`src/sv/bbhe_pkg.sv`:
```
// ----------------------------------------------------------------------------
// bbhe_pkg
// Shared types, register indexes and helper functions of the bicubic Bezier
// height evaluator.
// ----------------------------------------------------------------------------
package bbhe_pkg;

    localparam int CFG_INDEX_W = 3;
    localparam int CFG_DATA_W  = 64;

    localparam logic [CFG_INDEX_W-1:0] REG_GRID_RESOLUTION = 3'd0;
    localparam logic [CFG_INDEX_W-1:0] REG_PATCH_WIDTH     = 3'd1;
    localparam logic [CFG_INDEX_W-1:0] REG_PATCH_DEPTH     = 3'd2;
    localparam logic [CFG_INDEX_W-1:0] REG_CTRL_ROW_0      = 3'd3;
    localparam logic [CFG_INDEX_W-1:0] REG_CTRL_ROW_1      = 3'd4;
    localparam logic [CFG_INDEX_W-1:0] REG_CTRL_ROW_2      = 3'd5;
    localparam logic [CFG_INDEX_W-1:0] REG_CTRL_ROW_3      = 3'd6;

    localparam int RES_W     = 9;
    localparam int DIVIDEND_W = 24;
    localparam int DIV_BITS_PER_STAGE = 4;
    localparam int DIV_STAGES = DIVIDEND_W / DIV_BITS_PER_STAGE;

    typedef struct packed {
        logic [7:0] row_index;
        logic [7:0] col_index;
    } in_item_t;

    typedef struct packed {
        logic signed [15:0] x_position;
        logic signed [15:0] height_value;
        logic signed [15:0] z_position;
    } out_item_t;

    typedef struct packed {
        logic [RES_W-1:0]      rem;
        logic [DIVIDEND_W-1:0] num;
        logic [DIVIDEND_W-1:0] quo;
    } div_state_t;

    function automatic div_state_t div_step(div_state_t st, logic [RES_W-1:0] d);
        div_state_t r;
        logic [RES_W:0] t;
        r = st;
        for (int k = 0; k < DIV_BITS_PER_STAGE; k++) begin
            t = {r.rem, r.num[DIVIDEND_W-1]};
            r.num = {r.num[DIVIDEND_W-2:0], 1'b0};
            if (t >= {1'b0, d}) begin
                r.rem = RES_W'(t - {1'b0, d});
                r.quo = {r.quo[DIVIDEND_W-2:0], 1'b1};
            end else begin
                r.rem = t[RES_W-1:0];
                r.quo = {r.quo[DIVIDEND_W-2:0], 1'b0};
            end
        end
        return r;
    endfunction

    function automatic logic signed [15:0] sat16(logic signed [63:0] v);
        if (v > 64'sd32767) begin
            return 16'sh7fff;
        end else if (v < -64'sd32768) begin
            return -16'sh8000;
        end
        return v[15:0];
    endfunction

endpackage

```
`src/sv/bbhe_div.sv`:
```
// ----------------------------------------------------------------------------
// bbhe_div
// Pipelined restoring divider, four quotient bits per stage.
// ----------------------------------------------------------------------------
module bbhe_div (
    input  logic                                aclk,
    input  logic                                en,
    input  logic [bbhe_pkg::DIVIDEND_W-1:0]     dividend,
    input  logic [bbhe_pkg::RES_W-1:0]          divisor,
    output logic [bbhe_pkg::DIVIDEND_W-1:0]     quotient
);

    bbhe_pkg::div_state_t st_reg [bbhe_pkg::DIV_STAGES];
    bbhe_pkg::div_state_t st_in;

    assign st_in = '{rem: '0, num: dividend, quo: '0};

    always_ff @(posedge aclk) begin
        if (en) begin
            st_reg[0] <= bbhe_pkg::div_step(st_in, divisor);
            for (int k = 1; k < bbhe_pkg::DIV_STAGES; k++) begin
                st_reg[k] <= bbhe_pkg::div_step(st_reg[k-1], divisor);
            end
        end
    end

    assign quotient = st_reg[bbhe_pkg::DIV_STAGES-1].quo;

endmodule

```
`config.mk`:
```
export PLATFORM = sky130hd
export DESIGN_NAME = bbhe_div
export DESIGN_NICKNAME = d
export VERILOG_FILES = /design/src/sv/bbhe_pkg.sv /design/src/sv/bbhe_div.sv
export SDC_FILE = /design/constraint.sdc
export NUM_CORES = 1
export LEC_CHECK = 0
export ABC_AREA = 1
export CAP_MARGIN = 0
export CELL_PAD_IN_SITES_DETAIL_PLACEMENT = 1
export CELL_PAD_IN_SITES_GLOBAL_PLACEMENT = 2
export CORE_MARGIN = 3
export CORE_UTILIZATION = 40
export DETAILED_ROUTE_END_ITERATION = 10
export DONT_BUFFER_PORTS = 1
export PLACE_DENSITY_LB_ADDON = 0.1
export SYNTH_ARGS = -nofsm -noshare
export SYNTH_HDL_FRONTEND = slang
export SYNTH_SLANG_ARGS = --single-unit
```
`constraint.sdc`:
```
create_clock -name aclk -period 9.13 [get_ports aclk]
set_clock_uncertainty 0.1 [all_clocks]
set_input_delay 1.3695 -clock aclk [delete_from_list [all_inputs] [get_ports aclk]]
set_output_delay 1.3695 -clock aclk [all_outputs]
set_load 0.01 [all_outputs]
```
# Yosys cells after proc, flatten, opt, wreduce, memory -nomap -nowiden
# Memories as Yosys holds them, arrays and structs flattened.
# Cells that the tools add are included.
[totals]
ff_bits = 0
ram_bits = 318
inputBits = 35
out_inout_bits = 24
elab_cells = 129
memories = 1
[op_classes]
add_sub_neg = 24
magnitude_cmp = 24
muxes = 80
[mem_list]
columns = ["memory", "words", "width", "rd", "rd_ports_with_merged_regs", "wr", "line_no", "rtl"]
rows = [
  ["st_reg", 6, 53, 6, 0, 6, "bbhe_div.sv:13", "bbhe_pkg::div_state_t st_reg [bbhe_pkg::DIV_STAGES];"],
]
[op_table]
columns = ["cell", "count"]
rows = [
  ["9-bit two-way mux", 48],
  ["10-bit by 9-bit >= comparator with 1-bit output", 23],
  ["9-bit subtractor", 23],
  ["24-bit two-way mux", 6],
  ["1-bit two-way mux", 26],
  ["1-bit by 9-bit >= comparator with 1-bit output", 1],
  ["1-bit by 9-bit subtractor with 9-bit output", 1],
]

# Longest topological paths before layout
# An unclocked memory read counts as a cell.
[logic_depth]
word_depth = 13
depth_mapped = 49
ltp_nobuf = 47

# Least setup slack after synthesis
# Ideal clock, no wire load.
[synth_path]
kind = "input to register"
from = "in divisor[1] (netlist bit)"
to = "mem st_reg[1][44] (netlist bit), data pin"
arrival_time_ns = 8.096
required_time_ns = 8.900
slack_ns = 0.804
path_stages = 43
path_buffers = 2
cell_sequence = "inv_1 -> ha_1 -> nand2_1 -> inv_1 -> nand3_1 -> nand2_2 -> nor2_4 -> nand2_4 -> o21ai_0 -> inv_1 -> fa_1 -> inv_1 -> nand3_1 -> nand2_1 -> nand2_1 -> nand2_1 -> a21oi_2 -> nand2_2 -> [... 7 more ...] -> nor2_1 -> inv_1 -> nand2_1 -> nand3_1 -> a21oi_1 -> nand3_2 -> buf_6 -> nand2_1 -> nand2_1 -> fa_1 -> nand3_1 -> nand3_1 -> a21oi_1 -> o21ai_0 -> a21boi_0 -> a21boi_4 -> nand3_1 -> nand2_1"
[synth_rtl]
columns = ["element", "line_no", "rtl"]
rows = [
  ["start: declaration", "bbhe_div.sv:9", "input logic [bbhe_pkg::RES_W-1:0] divisor,"],
  ["end: declaration", "bbhe_div.sv:13", ""],
]

==> results.json <==
{
  "run_status": "completed",
  "relSlewSlack_pct": 49.4,
  "tritoncts_clock_tree": "built",
  "hpwlAfterDp_um": 38700,
  "first_pass_iters": 5,
  "layoutNonFillerInstCount": 2788,
  "final_core_utilization_pct": 44.6,
  "tritoncts_buffer_count": 17,
  "clkSlewWorstSetupHoldPaths_ps": 80,
  "cpMostUsedCell": "sky130_fd_sc_hd__nand2_1",
  "postCtsSetupRepairBufs": 0,
  "place_inst": 2756,
  "gp_congestion": 0.856,
  "end_kind": "register",
  "cts.hold.buffers_added": 0,
  "drt_iter0_markers": 572,
  "deepest_level_of_the_cts_h_tree": 4,
  "worst-endpoint-required_ps": 9380,
  "cts_root_buf": "sky130_fd_sc_hd__clkbuf_16",
  "reg2reg_depth": 41,
  "route.vias.total": 14435,
  "route.detailed.wl_per_inst_um": 17.9,
  "route.antenna.remaining_nets": 0,
  "timing_max_transition_violations_final": 0,
  "die_w_um": 214,
  "critPathSlowestCell": "sky130_fd_sc_hd__ha_1",
  "rows": 75,
  "final_min_period_over_clock_period_pct": 90.3,
  "insertedDiodeCount": 0,
  "start_kind": "primary input",
  "dominantRegCellSynth": "sky130_fd_sc_hd__edfxtp_1",
  "timing.final.hold_violations": 0,
  "timing.setup.critical_path_class": "primary input to register",
  "global_route.usage.total_pct": 22.1,
  "setup_violations": 0,
  "yosys_warnings": 0,
  "postSynthCellCount": 2146,
  "coreArea_um2": 42400,
  "worstHoldPathType": "register to register",
  "postSynthNetCount": 2412,
  "layout-area-overhead-vs-synth_pct": 9.12,
  "routed_wl_um": 49800,
  "largest_reg_flops": 189,
  "io_pins": 59,
  "design.final.nets": 2464,
  "commonest_non_fill_non_tap_cells_in_the_layout": "653 x sky130_fd_sc_hd__nand2_1, 265 x sky130_fd_sc_hd__inv_1, 209 x sky130_fd_sc_hd__ha_1, 189 x sky130_fd_sc_hd__edfxtp_1, 132 x sky130_fd_sc_hd__nand3_1",
  "synth_seq_area_share_pct": 32.7,
  "ys_types": 46,
  "cts_max_path_buffers": 2,
  "number_of_global_route_vias_before_repair": 15144,
  "post_synth.cell_area_avg_um2": 8.08,
  "fraction_of_final_layout_cells_with_drive_strength_greater_than_1_pct": 9.05,
  "synth_async_sr_flop_share_pct": 0,
  "syn_area_um2": 17300,
  "effective_utilization_at_floorplan_pct": 40.9,
  "critPathArrivalTime_ps": 8490,
  "worst-slew-pin-transition_ps": 750,
  "port_buffers": 0,
  "die-area_um2": 45900,
  "fmax_ghz": 0.121,
  "clkLatencyLatePin_ps": 480,
  "min_delay_path_depth": 0,
  "overflow": 0,
  "fin_crit_ps": 8250,
  "layout_commonest_cell": "sky130_fd_sc_hd__nand2_1",
  "synth_enable_flop_cells": 189,
  "cpPeakStageDelay_ps": 530,
  "tritoncts_num_sinks": 189,
  "viasPerCell": 5.18,
  "post_cts_resize_count": 0,
  "critical_path_fanout_max": 16,
  "die_h_um": 214,
  "grt_max_degree": 190,
  "postSynthRegisterBits": 189,
  "remaining_drc_errors": 0,
  "whs_ps": 313,
  "timing.max_cap.violations": 0,
  "rsz0062_at_grt": "false",
  "grt_first_pass_wirelength_um": 81300,
  "grt_antenna_before_repair": 0
}
## cell type report
cell class | instances | area [µm²]
tap | 577 | 722
sequential | 189 | 5680
fill | 5178 | 23500
multi-input combinational | 1665 | 10500
inverter | 276 | 1040
clock inverter | 14 | 135
clock buffer | 18 | 429
timing repair buffer | 49 | 443
## synthesized netlist by cell type (2+ instances only)
master,n,area (µm²)
sky130_fd_sc_hd__inv_1,267,1000
sky130_fd_sc_hd__a21boi_4,3,56.3
sky130_fd_sc_hd__o21ai_0,62,310
sky130_fd_sc_hd__nor2_8,2,40.0
sky130_fd_sc_hd__buf_4,5,37.5
sky130_fd_sc_hd__nand2_4,5,56.3
sky130_fd_sc_hd__a41oi_1,2,17.5
sky130_fd_sc_hd__edfxtp_1,189,5680
sky130_fd_sc_hd__nand3b_1,8,60.1
sky130_fd_sc_hd__nand4_1,25,156
sky130_fd_sc_hd__nor3_1,28,140
sky130_fd_sc_hd__a21oi_1,113,566
sky130_fd_sc_hd__a221oi_1,2,17.5
sky130_fd_sc_hd__or2_2,5,31.3
sky130_fd_sc_hd__a21o_1,9,67.6
sky130_fd_sc_hd__nor2_1,93,349
sky130_fd_sc_hd__xor2_1,83,727
sky130_fd_sc_hd__xnor2_1,49,429
sky130_fd_sc_hd__nand2_2,21,131
sky130_fd_sc_hd__nor2_2,8,50.1
sky130_fd_sc_hd__ha_1,209,2620
sky130_fd_sc_hd__o21ai_2,26,228
sky130_fd_sc_hd__nand3_2,18,180
sky130_fd_sc_hd__nand3_1,132,661
sky130_fd_sc_hd__inv_2,8,30.0
sky130_fd_sc_hd__a31oi_1,19,119
sky130_fd_sc_hd__nand3_4,4,70.1
sky130_fd_sc_hd__buf_6,9,101
sky130_fd_sc_hd__nand2_1,653,2450
sky130_fd_sc_hd__o21bai_1,16,120
sky130_fd_sc_hd__a31o_2,3,26.3
sky130_fd_sc_hd__and3_1,2,12.5
sky130_fd_sc_hd__a21oi_2,4,35.0
sky130_fd_sc_hd__nor2_4,8,90.1
sky130_fd_sc_hd__a21boi_0,3,22.5
sky130_fd_sc_hd__o21ai_1,17,85.1
sky130_fd_sc_hd__fa_1,22,440
sky130_fd_sc_hd__o211ai_1,6,45.0
## critical path: cells and delay by family
family	cells	cell delay [ps]
simple gates	24	2930
compound gates	9	2060
fa+ha+maj	4	1670
buf+inv	3	440
## stage by stage
stage	worst slack (ps)	setup TNS, ps	area [µm²]
after global placement	62.1	0	18300
after CTS	498	0	18900
after detailed placement	-13.0	-20.5	18300
after global routing	41.1	0	18900
final	885	0	18900
after floorplan	804	0	17300
## layer usage
| metal | vias up | track usage (%) | part of all wire, % |
|---|---|---|---|
| met2 | 166 | 36.6 | 47 |
| met1 | 6930 | 30.7 | 49 |
| met3 | 42 | 3.34 | 2.8 |
| li1 | 7297 | - | - |
| met4 | 0 | 5.03 | 1.4 |
| met5 | - | 0 | 0 |
## path summary, 6_finish.rpt
check | from | slack, ps | to
worst max-delay path | divisor[4] | 880 | st_reg[1][50]
worst min-delay path | st_reg[0][36] | 310 | st_reg[1][40]
worst max register to register | st_reg[0][43] | 1570 | st_reg[1][50]
worst min register to register | st_reg[0][36] | 310 | st_reg[1][40]
## kinds of logic after synthesis
logic type | count (synthesis) | synth area share [%]
compound gates | 288 | 10.0
xor+xnor | 132 | 6.67
flops | 189 | 32.7
buf+inv | 292 | 6.91
fa+ha+maj | 231 | 17.6
simple gates | 1014 | 26.0
Power is not shown: default switching activity piles up to over one toggle a cycle in this logic, so the estimate is an artifact.
